## config.mk

```make
export PLATFORM = sky130hd
export DESIGN_NAME = ccc_result_queue
export DESIGN_NICKNAME = d
export VERILOG_FILES = /design/src/rtl/ccc_pkg.sv /design/src/rtl/ccc_result_queue.sv
export SDC_FILE = /design/constraint.sdc
export NUM_CORES = 1
export LEC_CHECK = 0
export BUFFER_PORTS_ARGS = -buffer_cell sky130_fd_sc_hd__buf_2
export CORE_MARGIN = 2
export CORE_UTILIZATION = 30
export DETAILED_ROUTE_END_ITERATION = 10
export PLACE_DENSITY = 0.51
export SYNTH_ARGS = -nofsm -noshare
export SYNTH_HDL_FRONTEND = slang
export SYNTH_SLANG_ARGS = --single-unit
export TNS_END_PERCENT = 1
```

## constraint.sdc

```tcl
create_clock -name clk -period 5.4 [get_ports clk]
set_input_delay 1.08 -clock clk [delete_from_list [all_inputs] [get_ports clk]]
set_output_delay 1.08 -clock clk [all_outputs]
set_load 0.01 [all_outputs]
```

## src/rtl/ccc_pkg.sv

```systemverilog
// Shared types, constants and the arctangent table of the coordinate converter.
`default_nettype none

package ccc_pkg;

	localparam int CORDIC_STEPS = 20;
	localparam int SQRT_STEPS   = 24;
	localparam int CHAIN_LEN    = (CORDIC_STEPS > SQRT_STEPS) ? CORDIC_STEPS : SQRT_STEPS;

	localparam int XW = 57;
	localparam int ZW = 33;
	localparam int RW = 27;
	localparam int NW = 48;

	localparam logic signed [ZW-1:0] PI_Q28        = 33'sd843314857;
	localparam logic signed [ZW-1:0] TWO_PI_Q28    = 33'sd1686629713;
	localparam logic signed [ZW-1:0] FOUR_PI_Q28   = 33'sd3373259426;
	localparam logic signed [ZW-1:0] HALF_PI_Q28   = 33'sd421657428;
	localparam logic [29:0]          PI_Q28_U      = 30'd843314857;
	localparam logic [16:0]          DEG_TURN_Q8   = 17'd92160;
	localparam logic [15:0]          DEG_HALF_Q8   = 16'd46080;
	localparam logic [18:0]          RAD_TURN_Q16  = 19'd411775;
	localparam logic signed [30:0]   GAIN_INV_Q30  = 31'sd652032874;

	// Reciprocals for the two unit conversions; the quotient is corrected afterwards.
	localparam logic [31:0] DEG_OUT_RECIP =
		32'(((64'd1 << 46) * 64'd46080) / 64'd843314857);
	localparam logic [38:0] DEG_IN_RECIP =
		39'(((64'd1 << 24) * 64'd843314857) / 64'd46080);

	typedef struct packed {
		logic               op;
		logic               deg;
		logic               origin;
		logic signed [23:0] a;
		logic signed [19:0] b;
	} ccc_item_t;

	typedef struct packed {
		logic signed [24:0] r0;
		logic signed [23:0] r1;
		logic [18:0]        r2;
	} ccc_result_t;

	function automatic logic [28:0] atan_q28(input int idx);
		logic [28:0] v;
		case (idx)
			0:  v = 29'd210828714;
			1:  v = 29'd124459457;
			2:  v = 29'd65760959;
			3:  v = 29'd33381290;
			4:  v = 29'd16755422;
			5:  v = 29'd8385879;
			6:  v = 29'd4193963;
			7:  v = 29'd2097109;
			8:  v = 29'd1048571;
			9:  v = 29'd524287;
			10: v = 29'd262144;
			11: v = 29'd131072;
			12: v = 29'd65536;
			13: v = 29'd32768;
			14: v = 29'd16384;
			15: v = 29'd8192;
			16: v = 29'd4096;
			17: v = 29'd2048;
			18: v = 29'd1024;
			19: v = 29'd512;
			20: v = 29'd256;
			21: v = 29'd128;
			22: v = 29'd64;
			23: v = 29'd32;
			24: v = 29'd16;
			25: v = 29'd8;
			26: v = 29'd4;
			27: v = 29'd2;
			28: v = 29'd1;
			default: v = 29'd0;
		endcase
		return v;
	endfunction

endpackage

`default_nettype wire

```

## src/rtl/ccc_result_queue.sv

```systemverilog
// Two-entry result queue that parts the back end from the consumer.
`default_nettype none

module ccc_result_queue import ccc_pkg::*; (
	input  logic        clk,
	input  logic        arst_n,
	input  logic        push,
	input  ccc_result_t wdata,
	output logic        full,
	input  logic        pop,
	output ccc_result_t rdata,
	output logic        empty
);

	ccc_result_t mem_q [2];
	logic        wr_ptr_q;
	logic        rd_ptr_q;
	logic [1:0]  count_q;

	assign full  = (count_q == 2'd2);
	assign empty = (count_q == 2'd0);
	assign rdata = mem_q[rd_ptr_q];

	always_ff @(posedge clk) begin
		if (push && !full) begin
			mem_q[wr_ptr_q] <= wdata;
		end
	end

	always_ff @(posedge clk or negedge arst_n) begin
		if (!arst_n) begin
			wr_ptr_q <= 1'b0;
			rd_ptr_q <= 1'b0;
			count_q  <= 2'd0;
		end else begin
			if (push && !full) begin
				wr_ptr_q <= ~wr_ptr_q;
			end
			if (pop && !empty) begin
				rd_ptr_q <= ~rd_ptr_q;
			end
			count_q <= count_q + 2'((push && !full) ? 1 : 0) - 2'((pop && !empty) ? 1 : 0);
		end
	end

endmodule

`default_nettype wire

```

==> flow_summary.ini <==
[outcome]
status = finished, final reports clean

[die]
die_area_mm2 = 0.0182
start_util = 0.308
fp.coreArea_mm2 = 0.0167
std_cell_rows = 47
dieWidth_um = 135
die_h_um = 135
ios = 142

[sta]
finalCriticalPeriod_ns = 3.19
setup_viol = 0
rsz0062_at_grt = false
finalHoldViolations = 0
fmax_ghz = 0.313
fin_tns_setup_ns = 0
finalMaxSlewViolations = 0
fin_crit_sh = 0.592
max_slew_margin = 0.320
worst_slack_ns = 2.21
clock_skew_ns = 0.00618
max_slew.worst_pin.slew_ns = 1.02

[critical_path]
start_kind = flip-flop
cp-end-kind = output pin
path_class = flip-flop to output pin
cp_data_arrival_time_ns = 2.11
reg2reg_depth = 3
worstPathRequired_ns = 4.32
cp_max_fo = 69
r2r_slack_ns = 3.41

[job]
max-cap-violations = 0

[cells_and_area]
antenna_cells = 0
drive_above_1_share = 0.608
final_cell_count_no_fill = 618
n_fill_cell = 1573
finalNetCount = 459
syn2layout_area_growth_pct = 30.3

[global_routing]
antenna_found_initial = 0
grt_pass1_wl_mm = 14.3
grt_max_degree = 70
grt.total_usage = 0.108
grt_pass1_vias = 2826
grt-ovfl-total = 0

[clocking]
clock_path_buffers = 2
htreeDepth = 4
cts_resized = 0
cts-root-buf = clkbuf_16
cts_hold_buf = 0
clk_latency_ns = 0.40
cts_tree = done
cts_setup_buffers = 0
clkTransAtPathRegs_ns = 0.06
clkSinkCount = 140
cts_buffers = 17

[synth]
synthArstFlopShare = 0.0286
synth_cells = 230
synth_commonest_cells = edfxtp_1, mux2_2, mux2_4
synth_top_area_share = 0.793
synth_nets = 304
yosys_warnings = 0
ys_types = 16
syn_area_mm2 = 0.00515
ys_seq_area_frac = 0.813
yosys.area.top_type = edfxtp_1
synth.avg_cell_area_um2 = 22.4
synth-edff-count = 136
ys_ff_latch = 140
yosysMostFrequentCell = edfxtp_1
synth_ff_type = edfxtp_1
netlist_top_cells_area = edfxtp_1, mux2_2, mux2_4

[drt]
wl_met2_mm = 4.72
routed.top_layer = met4
drtAntennaViolNets = 0
vias = 2588
post-route-drc-count = 0
dr.pass1.iters = 4
wl_per_cell_um = 15.5
via_per_inst = 4.19
wl_mm = 9.61
wl_met1_mm = 4.08
drt_iter0_markers = 126
wl_met3_um = 703

[placed_design]
io_buffers = 141
gp_congestion = 0.633
dp_slack_ns = 2.57
place_inst = 586
dp_hpwl_mm = 6.03

[power]
total_power_mw = 3.76
p_per_area_mw_per_mm2 = 560
p_leak_nw = 2.53
peakVddDrop_v = 0.000210

[hold_path]
min_path_type = primary input to async pin
## critical path: stages, from the launching register on
cell     delay (ns)
dfrtp_4        1.09
mux2_2         0.43
buf_2          0.14
## final cells by class
type,count,area (um^2),area share
clock buffers,17,425,0.0634
clock inverters,15,179,0.0267
inverters,2,7.51,0.00112
multi-input cells,80,906,0.135
flip-flops and latches,140,4190,0.624
well taps,220,275,0.0410
repair buffers,144,728,0.109
## state kept, by name (all words and copies together) (netlist names)
signal,count
wr_ptr_q,1
rd_ptr_q,1
count_q,2
mem_q,136
## placed cells by master, fill, tap and decap left out, drive strengths merged
| cell | netlist | layout |
|---|---|---|
| inv | 2 | 2 |
| dfrtp | 4 | 4 |
| xnor2 | 3 | 3 |
| nand2b | 1 | 1 |
| nor2 | 2 | 2 |
| and3 | 1 | 1 |
| bufinv | 0 | 4 |
| clkbuf | 0 | 17 |
| xor2 | 1 | 1 |
| buf | 8 | 144 |
| clkinvlp | 0 | 4 |
| edfxtp | 136 | 136 |
| ha | 2 | 2 |
| mux2 | 68 | 68 |
| nor2b | 1 | 1 |
| nand2 | 1 | 1 |
| clkinv | 0 | 7 |
## path summary, 6_finish.rpt
path,from,end
max,rd_ptr_q,rdata[18]
min,arst_n,count_q[0]
max reg2reg,count_q[1],mem_q[1][37]
min reg2reg,count_q[1],count_q[1]
max in group asynchronous,arst_n,rd_ptr_q
min in group clk,count_q[1],count_q[1]
## cells by family (layout without fill, tap and decap cells)
logic type	count (synthesis)	count (layout)	share of synthesized area
AND/OR/NAND/NOR	6	6	0.00584
multiplexers	68	68	0.156
buffers and inverters	10	178	0.0136
adder cells (fa/ha/maj)	2	2	0.00486
flip-flops	140	140	0.813
XOR/XNOR	4	4	0.00681
## routing by layer
layer,track usage,vias to the layer above
li1,-,1212
met1,0.128,1277
met2,0.174,89
met3,0.0480,10
met4,0.0399,0
met5,0,-
## where the power goes
part           leakage [nW]  total [mW]  switching (mW)  internal [mW]
Clock                 0.282        1.18           0.417          0.762
Combinational         0.938       0.926           0.451          0.475
Sequential             1.31        1.66           0.167           1.49
Total                  2.53        3.76            1.03           2.73
## per-stage QoR
| stage | cell area (um^2) | util | hold WS (ns) |
|---|---|---|---|
| 2_1_floorplan | 5150 | - | 0.461 |
| 3_3_place_gp | 6100 | 0.366 | 0.491 |
| 3_5_place_dp | 6100 | 0.366 | 0.497 |
| 4_1_cts | 6710 | 0.402 | 0.446 |
| 5_1_grt | 6710 | 0.402 | 0.447 |
| 6_report | 6710 | 0.402 | 0.468 |
(Power assumes the default switching activity.)
