### src/rtl/ccc_pkg.sv
// Shared types, constants and the arctangent table of the coordinate converter.
`default_nettype none

package ccc_pkg;

	localparam int CORDIC_STEPS = 20;
	localparam int SQRT_STEPS   = 24;
	localparam int CHAIN_LEN    = (CORDIC_STEPS > SQRT_STEPS) ? CORDIC_STEPS : SQRT_STEPS;

	localparam int XW = 57;
	localparam int ZW = 33;
	localparam int RW = 27;
	localparam int NW = 48;

	localparam logic signed [ZW-1:0] PI_Q28        = 33'sd843314857;
	localparam logic signed [ZW-1:0] TWO_PI_Q28    = 33'sd1686629713;
	localparam logic signed [ZW-1:0] FOUR_PI_Q28   = 33'sd3373259426;
	localparam logic signed [ZW-1:0] HALF_PI_Q28   = 33'sd421657428;
	localparam logic [29:0]          PI_Q28_U      = 30'd843314857;
	localparam logic [16:0]          DEG_TURN_Q8   = 17'd92160;
	localparam logic [15:0]          DEG_HALF_Q8   = 16'd46080;
	localparam logic [18:0]          RAD_TURN_Q16  = 19'd411775;
	localparam logic signed [30:0]   GAIN_INV_Q30  = 31'sd652032874;

	// Reciprocals for the two unit conversions; the quotient is corrected afterwards.
	localparam logic [31:0] DEG_OUT_RECIP =
		32'(((64'd1 << 46) * 64'd46080) / 64'd843314857);
	localparam logic [38:0] DEG_IN_RECIP =
		39'(((64'd1 << 24) * 64'd843314857) / 64'd46080);

	typedef struct packed {
		logic               op;
		logic               deg;
		logic               origin;
		logic signed [23:0] a;
		logic signed [19:0] b;
	} ccc_item_t;

	typedef struct packed {
		logic signed [24:0] r0;
		logic signed [23:0] r1;
		logic [18:0]        r2;
	} ccc_result_t;

	function automatic logic [28:0] atan_q28(input int idx);
		logic [28:0] v;
		case (idx)
			0:  v = 29'd210828714;
			1:  v = 29'd124459457;
			2:  v = 29'd65760959;
			3:  v = 29'd33381290;
			4:  v = 29'd16755422;
			5:  v = 29'd8385879;
			6:  v = 29'd4193963;
			7:  v = 29'd2097109;
			8:  v = 29'd1048571;
			9:  v = 29'd524287;
			10: v = 29'd262144;
			11: v = 29'd131072;
			12: v = 29'd65536;
			13: v = 29'd32768;
			14: v = 29'd16384;
			15: v = 29'd8192;
			16: v = 29'd4096;
			17: v = 29'd2048;
			18: v = 29'd1024;
			19: v = 29'd512;
			20: v = 29'd256;
			21: v = 29'd128;
			22: v = 29'd64;
			23: v = 29'd32;
			24: v = 29'd16;
			25: v = 29'd8;
			26: v = 29'd4;
			27: v = 29'd2;
			28: v = 29'd1;
			default: v = 29'd0;
		endcase
		return v;
	endfunction

endpackage

`default_nettype wire

### src/rtl/ccc_front.sv
// Front end: holds the angle unit register, accepts items and classifies them.
`default_nettype none

module ccc_front import ccc_pkg::*; (
	input  logic               clk,
	input  logic               arst_n,
	input  logic               cfg_we,
	input  logic               cfg_wdata,
	input  logic               push,
	output logic               full,
	input  logic               opcode,
	input  logic signed [23:0] first_value,
	input  logic signed [19:0] second_value,
	output logic               iq_push,
	output ccc_item_t          iq_item,
	input  logic               iq_full
);

	logic      deg_q;
	logic      vld_s1;
	ccc_item_t item_s1;
	logic      take;

	assign full    = vld_s1 && iq_full;
	assign take    = push && !full;
	assign iq_push = vld_s1 && !iq_full;
	assign iq_item = item_s1;

	always_ff @(posedge clk or negedge arst_n) begin
		if (!arst_n) begin
			deg_q  <= 1'b1;
			vld_s1 <= 1'b0;
		end else begin
			if (cfg_we) begin
				deg_q <= cfg_wdata;
			end
			if (take) begin
				vld_s1 <= 1'b1;
			end else if (iq_push) begin
				vld_s1 <= 1'b0;
			end
		end
	end

	always_ff @(posedge clk) begin
		if (take) begin
			item_s1.op     <= opcode;
			item_s1.deg    <= deg_q;
			item_s1.origin <= (first_value == 24'sd0) && (second_value == 20'sd0);
			item_s1.a      <= first_value;
			item_s1.b      <= second_value;
		end
	end

endmodule

`default_nettype wire

### config.mk
export PLATFORM = sky130hd
export DESIGN_NAME = ccc_front
export DESIGN_NICKNAME = d
export VERILOG_FILES = /design/src/rtl/ccc_pkg.sv /design/src/rtl/ccc_front.sv
export SDC_FILE = /design/constraint.sdc
export NUM_CORES = 1
export LEC_CHECK = 0
export ABC_AREA = 1
export BUFFER_PORTS_ARGS = -buffer_cell sky130_fd_sc_hd__buf_2
export CORE_ASPECT_RATIO = 1.4
export CORE_MARGIN = 3
export CORE_UTILIZATION = 42
export DETAILED_ROUTE_END_ITERATION = 6
export PLACE_DENSITY_LB_ADDON = 0.05
export SKIP_LAST_GASP = 1
export SLEW_MARGIN = 10
export SYNTH_ARGS = -nofsm -noshare
export SYNTH_HDL_FRONTEND = slang
export SYNTH_SLANG_ARGS = --single-unit
export TNS_END_PERCENT = 10
### constraint.sdc
create_clock -name clk -period 3.7 [get_ports clk]
set_input_delay 0.185 -clock clk [delete_from_list [all_inputs] [get_ports clk]]
set_output_delay 0.185 -clock clk [all_outputs]
set_load 0.02 [all_outputs]
==> results_dict.tcl <==
set metrics [dict create \
    syn_area_um2 1660 \
    period_needed_ns 1.54 \
    reg2reg_depth 4 \
    irDropWorstVdd_mv 0.307 \
    clock_skew_ns 0.00515 \
    drive_gt1_frac 0.529 \
    path_max_fanout 29 \
    grt_max_degree 48 \
    ys_types 10 \
    grt_usage 0.138 \
    firstDrtPassIters 4 \
    drt_wl_total_um 3210 \
    crit_path_start_kind "register" \
    viasPerCell 4.64 \
    cts_buffer_depth 2 \
    slew_headroom 0.634 \
    finalCritPeriodShare 0.417 \
    synthMuxAreaShare 0.00678 \
    end_kind "register" \
    hold_violations 0 \
    grt_pass1_wl_um 4660 \
    leakage_nw 1.00 \
    worst_pin_slew_ns 0.548 \
    die_h_um 80.4 \
    placed_area_um2 2220 \
    yosys.area_share.simple 0.106 \
    avgSynthCellArea_um2 17.0 \
    cts_hold_buffers 1 \
    io_pins 100 \
    crit_required_ns 3.69 \
    ant_nets 0 \
    cts-resized-gates 0 \
    h-tree-depth 2 \
    syn_nets 149 \
    hpwl_um 2480 \
    drt_iter0_drc 24 \
    start_util 0.444 \
    diodes 0 \
    std_cell_rows 26 \
    synth_top_family_by_area "simple AND/OR/NAND/NOR gates" \
    yosysWarnings 0 \
    cts.sinks 49 \
    synth_xor_area_frac 0 \
    post_cts_buffers 0 \
    clockRootBuffer "clkbuf_8" \
    floorplan.core_area_um2 3740 \
    cts_tree "yes" \
    num_vias 1151 \
    grt-ovfl-total 0 \
    crit_type "register to register" \
    wire_per_inst_um 12.9 \
    nets 257 \
    layout_commonest_cell "buf_2" \
    p_per_area_nw_per_um2 455 \
    fmax_mhz 649 \
    final_cell_area_um2 2320 \
    rsz0062_at_grt "false" \
    synth_cells 98 \
    nFillCells 311 \
    min_path_cells 1 \
    drv_slew 0 \
    fin_setup_tns_ns 0 \
    cts_buffers 5 \
    gp_congestion 0.670 \
    die_area_um2 4760 \
    cp.arrival_ns 1.53 \
    grt_pass1_vias 1117 \
    status "complete, no violations" \
    clk_pin_slew_ns 0.08 \
    drc 0 \
    antenna_found_initial 0 \
    max_cap_violations 0 \
    seq_area_frac_synth 0.880 \
    mostFrequentLayoutCells "buf_2 (99), edfxtp_1 (47), nor2_1 (28)" \
    area_growth_syn_to_layout_pct 39.8 \
    synth_compound_area_frac 0 \
    die_w_um 59.2 \
    hp-class "input port to register" \
    setup_viol 0 \
    synthAdderAreaFrac 0 \
    ys_seq_elements 49 \
    insertion_delay_ns 0.29 \
    io_buffers 99 \
]
## layout make-up
type / instances / area (µm²) / share of cell area
inverter: 3 / 11.3 / 0.00485
timing repair buffer: 101 / 526 / 0.226
tap: 42 / 52.6 / 0.0226
multi-input combinational: 46 / 195 / 0.0840
clock buffer: 6 / 72.6 / 0.0312
clock inverter: 1 / 3.75 / 0.00162
sequential: 49 / 1460 / 0.630
## layer usage
metal | vias to the layer above | share of wire | wire, µm | track usage
met5 | - | 0 | 0 | 0
met4 | 0 | 0.024 | 78 | 0.0816
met3 | 8 | 0.12 | 371 | 0.0659
met2 | 65 | 0.54 | 1720 | 0.237
met1 | 517 | 0.32 | 1040 | 0.127
li1 | 561 | - | - | -
## worst max-delay path, cell delays in order, from the launching register on
cell and delay, ns:
dfrtp_1 0.38, nand2_1 0.08, inv_1 0.08, nor2_4 0.44
buf_12 0.26
## synthesized netlist by cell type
| library cell | number | area, µm² |
|---|---|---|
| inv_1 | 3 | 11.3 |
| nor2_2 | 1 | 6.26 |
| nand2_1 | 12 | 45.0 |
| edfxtp_1 | 47 | 1410 |
| and2_0 | 1 | 6.26 |
| nor2_1 | 29 | 109 |
| mux2_2 | 1 | 11.3 |
| dfrtp_1 | 1 | 25.0 |
| dfstp_2 | 1 | 26.3 |
| nand3_1 | 2 | 10.0 |
## through the flow
stage	power, mW	hold WS, ns	cells	utilization	setup slack [ns]
after global routing	1.10	0.0537	248	0.621	2.06
final	1.06	0.0745	248	0.621	2.16
after detailed placement	0.789	-0.0278	239	0.593	1.82
after CTS	1.07	0.0603	247	0.616	1.81
after floorplan	0.726	-0.111	98	-	0.714
after global placement	0.786	-0.0288	239	0.593	1.91
## cells by family (layout without fill, tap and decap cells)
group                  count (synthesis)  in the layout
muxes                                  1              1
buffers and inverters                  3            111
DFF                                   49             49
and+or+nand+nor                       45             45
## path summary, 6_finish.rpt
| kind | from | endpoint | slack (ns) |
|---|---|---|---|
| worst max-delay path | vld_s1 | iq_item[19] | 2.16 |
| worst min-delay path | opcode | iq_item[46] | 0.07 |
| worst max register to register | vld_s1 | iq_item[19] | 2.16 |
| worst min register to register | vld_s1 | vld_s1 | 0.50 |
| max in group asynchronous | arst_n | deg_q | 3.32 |
| min in group asynchronous | arst_n | vld_s1 | 0.19 |
## registers in the layout (all words and copies together) (netlist names)
signal and count:
vld_s1 1, iq_item 47, deg_q 1
## where the power goes
part	internal, mW	switching (mW)
Sequential	0.645	0.00645
Clock	0.127	0.151
Combinational	0.0467	0.0799
Total	0.819	0.237
No activity file was read; power rests on OpenSTA's default activity.
