==> src/rtl/ccc_pkg.sv <==
// Shared types, constants and the arctangent table of the coordinate converter.
`default_nettype none

package ccc_pkg;

	localparam int CORDIC_STEPS = 20;
	localparam int SQRT_STEPS   = 24;
	localparam int CHAIN_LEN    = (CORDIC_STEPS > SQRT_STEPS) ? CORDIC_STEPS : SQRT_STEPS;

	localparam int XW = 57;
	localparam int ZW = 33;
	localparam int RW = 27;
	localparam int NW = 48;

	localparam logic signed [ZW-1:0] PI_Q28        = 33'sd843314857;
	localparam logic signed [ZW-1:0] TWO_PI_Q28    = 33'sd1686629713;
	localparam logic signed [ZW-1:0] FOUR_PI_Q28   = 33'sd3373259426;
	localparam logic signed [ZW-1:0] HALF_PI_Q28   = 33'sd421657428;
	localparam logic [29:0]          PI_Q28_U      = 30'd843314857;
	localparam logic [16:0]          DEG_TURN_Q8   = 17'd92160;
	localparam logic [15:0]          DEG_HALF_Q8   = 16'd46080;
	localparam logic [18:0]          RAD_TURN_Q16  = 19'd411775;
	localparam logic signed [30:0]   GAIN_INV_Q30  = 31'sd652032874;

	// Reciprocals for the two unit conversions; the quotient is corrected afterwards.
	localparam logic [31:0] DEG_OUT_RECIP =
		32'(((64'd1 << 46) * 64'd46080) / 64'd843314857);
	localparam logic [38:0] DEG_IN_RECIP =
		39'(((64'd1 << 24) * 64'd843314857) / 64'd46080);

	typedef struct packed {
		logic               op;
		logic               deg;
		logic               origin;
		logic signed [23:0] a;
		logic signed [19:0] b;
	} ccc_item_t;

	typedef struct packed {
		logic signed [24:0] r0;
		logic signed [23:0] r1;
		logic [18:0]        r2;
	} ccc_result_t;

	function automatic logic [28:0] atan_q28(input int idx);
		logic [28:0] v;
		case (idx)
			0:  v = 29'd210828714;
			1:  v = 29'd124459457;
			2:  v = 29'd65760959;
			3:  v = 29'd33381290;
			4:  v = 29'd16755422;
			5:  v = 29'd8385879;
			6:  v = 29'd4193963;
			7:  v = 29'd2097109;
			8:  v = 29'd1048571;
			9:  v = 29'd524287;
			10: v = 29'd262144;
			11: v = 29'd131072;
			12: v = 29'd65536;
			13: v = 29'd32768;
			14: v = 29'd16384;
			15: v = 29'd8192;
			16: v = 29'd4096;
			17: v = 29'd2048;
			18: v = 29'd1024;
			19: v = 29'd512;
			20: v = 29'd256;
			21: v = 29'd128;
			22: v = 29'd64;
			23: v = 29'd32;
			24: v = 29'd16;
			25: v = 29'd8;
			26: v = 29'd4;
			27: v = 29'd2;
			28: v = 29'd1;
			default: v = 29'd0;
		endcase
		return v;
	endfunction

endpackage

`default_nettype wire

==> src/rtl/ccc_item_queue.sv <==
// Two-entry queue that carries classified items from the front end to the back end.
`default_nettype none

module ccc_item_queue import ccc_pkg::*; (
	input  logic      clk,
	input  logic      arst_n,
	input  logic      push,
	input  ccc_item_t wdata,
	output logic      full,
	input  logic      pop,
	output ccc_item_t rdata,
	output logic      empty
);

	ccc_item_t  mem_q [2];
	logic       wr_ptr_q;
	logic       rd_ptr_q;
	logic [1:0] count_q;

	assign full  = (count_q == 2'd2);
	assign empty = (count_q == 2'd0);
	assign rdata = mem_q[rd_ptr_q];

	always_ff @(posedge clk) begin
		if (push && !full) begin
			mem_q[wr_ptr_q] <= wdata;
		end
	end

	always_ff @(posedge clk or negedge arst_n) begin
		if (!arst_n) begin
			wr_ptr_q <= 1'b0;
			rd_ptr_q <= 1'b0;
			count_q  <= 2'd0;
		end else begin
			if (push && !full) begin
				wr_ptr_q <= ~wr_ptr_q;
			end
			if (pop && !empty) begin
				rd_ptr_q <= ~rd_ptr_q;
			end
			count_q <= count_q + 2'((push && !full) ? 1 : 0) - 2'((pop && !empty) ? 1 : 0);
		end
	end

endmodule

`default_nettype wire

==> config.mk <==
export PLATFORM = sky130hd
export DESIGN_NAME = ccc_item_queue
export DESIGN_NICKNAME = d
export VERILOG_FILES = /design/src/rtl/ccc_pkg.sv /design/src/rtl/ccc_item_queue.sv
export SDC_FILE = /design/constraint.sdc
export NUM_CORES = 1
export LEC_CHECK = 0
export BUFFER_PORTS_ARGS = -buffer_cell sky130_fd_sc_hd__buf_2
export CAP_MARGIN = 0
export CELL_PAD_IN_SITES_DETAIL_PLACEMENT = 1
export CELL_PAD_IN_SITES_GLOBAL_PLACEMENT = 1
export CORE_MARGIN = 3
export CORE_UTILIZATION = 28
export DETAILED_ROUTE_END_ITERATION = 10
export MAX_ROUTING_LAYER = met4
export PLACE_DENSITY = 0.59
export SYNTH_ARGS = -nofsm -noshare
export SYNTH_HDL_FRONTEND = slang
export SYNTH_SLANG_ARGS = --single-unit
==> constraint.sdc <==
create_clock -name clk -period 2.73 [get_ports clk]
set_input_delay 0.273 -clock clk [delete_from_list [all_inputs] [get_ports clk]]
set_output_delay 0.273 -clock clk [all_outputs]
set_load 0.02 [all_outputs]
==> results.ini <==
[sta]
max_freq_mhz=471
post-route-period-util_pct=77.7
setup_tns_ps=0
worst_slack_ps=608
hold_viol=0
rsz0062_at_grt=false
worst_pin_slew_ps=388
relSlewSlack_pct=74.1
finClkSkew_ps=4.81
setup_viol=0
period_minus_slack_ps=2120
finalMaxSlewViolations=0

[placed_design]
gp_congestion=0.672
placed_cell_area_um2=4400
portBuffers=99
place_ws_ps=922
hpwl_um=4630

[setup_path]
critical_path_arrival_ps=1850
end_kind=output pin
worst-path-buf-inv=2
crit_chain=buf_4 -> mux2_2 -> buf_2
cp_max_fo=15
critPathSlowestCell=dfrtp_2
max_stage_delay_ps=610
worstPathRequired_ps=2460
crit_path_start_kind=flip-flop
critical_path_class=flip-flop to output pin
cpLargestDelayFamily=flip-flops

[drt]
drc=0
final_antenna_net_count=0
dr.pass1.iters=4
drtIter0Drc=115
wl_per_cell_um=15.1
vias_per_cell=4.08
drt_wl_total_um=6850
via_count=1847

[final_layout]
final_area_um2=4690
n_fill_cell=1318
fin_nets=329
final_cell_mix=99 x buf_2, 94 x edfxtp_1, 27 x mux2_2
final_common_cell=buf_2
drive_gt1_share_pct=60.1
antenna_cells=0
area_growth_pct=27.8

[cts]
clkLatencyLatePin_ps=340
post_cts_buffers=0
htreeDepth=3
cts_made_buffers=9
tritoncts=built
clockBufferDepth=2
clk_pin_slew_ps=70
clock-sinks=98
cts-root-buf=clkbuf_16

[global_routing]
antenna_found_initial=0
grt.overflow.total=0
grt_max_degree=27
grt.total_usage_pct=10.1
grt_pass1_vias=1960
grt_pass1_wl_um=10400

[floorplanning]
die_x_um=120
core_area_um2=12700
die_h_um=120
initial_core_util_pct=28.8
rows=41
num_io_pins=100
dieArea_um2=14500

[synthesis]
syn_area_per_cell_um2=22.4
synth_cell_types=15
synthTopCellsByArea=edfxtp_1 77%, mux2_2 8.3%, mux2_4 8.2%
synthCells=164
synth_nets=217
yosysSeqAreaShare_pct=79.7
synth.largest_area_cell=edfxtp_1
synth_top_area_share_pct=76.9
yosysWarnings=0
synth-seq-cells=98
syn_area_um2=3670

[run]
drv_cap=0

[power_and_ir_drop]
leakagePower_nw=1.82
p_per_area_nw_per_um2=1090
ir_worst_vdd_v=0.000416

[run_status]
outcome=completed

[min_path]
hp-class=input port to flip-flop

## metrics by stage
step                hold WS (ps)  util, %  total power (W)  cells
floorplan                  -22.6        -          0.00349    164
global placement            86.8     34.6          0.00404    436
detailed placement          86.2     34.6          0.00407    436
CTS                         97.0     36.9          0.00526    453
global route                 102     36.9          0.00543    453
finish                       120     36.9          0.00513    453
## final cells by class
| class | count | area, um2 | area share (%) |
|---|---|---|---|
| Clock buffer | 13 | 260 | 5.55 |
| Clock inverter | 3 | 15.0 | 0.320 |
| Inverter | 2 | 7.51 | 0.160 |
| Multi-Input combinational cell | 59 | 703 | 15.0 |
| Sequential cell | 98 | 2920 | 62.4 |
| Tap cell | 172 | 215 | 4.59 |
| Timing Repair Buffer | 106 | 563 | 12.0 |
## flip-flops by register name, indices dropped and copies added (netlist names)
name and count:
mem_q 94, rd_ptr_q 1, count_q 2, wr_ptr_q 1
## report_power, final
group / total, W / internal [W] / switching (W)
sequential: 0.00219 / 0.00206 / 0.000131
combinational: 0.00178 / 0.000767 / 0.00102
clock: 0.00116 / 0.000663 / 0.000496
total: 0.00513 / 0.00349 / 0.00164
## worst reg2reg max path: stages (launching register included)
cell and delay [ps]:
dfrtp_1 410, nand2b_1 130, nand2_1 150, ha_1 310, inv_1 40, ha_1 180, xnor2_1 170, xnor2_1 150
## synth_stat cells, drive strengths merged
master / number
edfxtp: 94
mux2: 47
buf: 5
dfrtp: 4
xnor2: 3
ha: 2
inv: 2
nor2: 2
and3: 1
nand2: 1
nand2b: 1
nor2b: 1
xor2: 1
## routing by layer
metal / wire [um] / global-route usage [%] / part of all wire, % / vias to the layer above
met5: 0 / - / 0 / -
met4: 114 / 4.46 / 1.7 / 0
met3: 431 / 3.93 / 6.3 / 10
met2: 3530 / 16.0 / 52 / 59
met1: 2780 / 11.3 / 41 / 915
li1: - / - / - / 863
## kinds of logic (layout without fill, tap and decap cells)
family	after synthesis	count (layout)	share of synthesized area (%)
flops	98	98	79.7
mux	47	47	16.5
buf+inv	7	124	1.40
simple gates	6	6	0.819
xor+xnor	4	4	0.955
fa+ha+maj	2	2	0.682
## what timing repair did
item,in CTS,in global routing
endpoints found under the hold margin,4,0
endpoints found under the setup margin,0,0
hold buffers,1,0
gates resized for setup,0,0
## worst paths after layout
kind / start / end / slack [ps] / cells past startpoint
min in group asynchronous: arst_n / count_q[0]$_DFF_PN0_ / 260 / 2
max in group asynchronous: arst_n / rd_ptr_q$_DFFE_PN0P_ / 2340 / 2
worst min-delay path: wdata[23] / mem_q[0][23]$_DFFE_PP_ / 120 / 1
worst max-delay path: rd_ptr_q$_DFFE_PN0P_ / rdata[3] / 610 / 3
worst min register to register: count_q[1]$_DFF_PN0_ / count_q[1]$_DFF_PN0_ / 530 / 1
worst max register to register: count_q[1]$_DFF_PN0_ / count_q[1]$_DFF_PN0_ / 1120 / 7
Power figures use the tool's default switching activity.
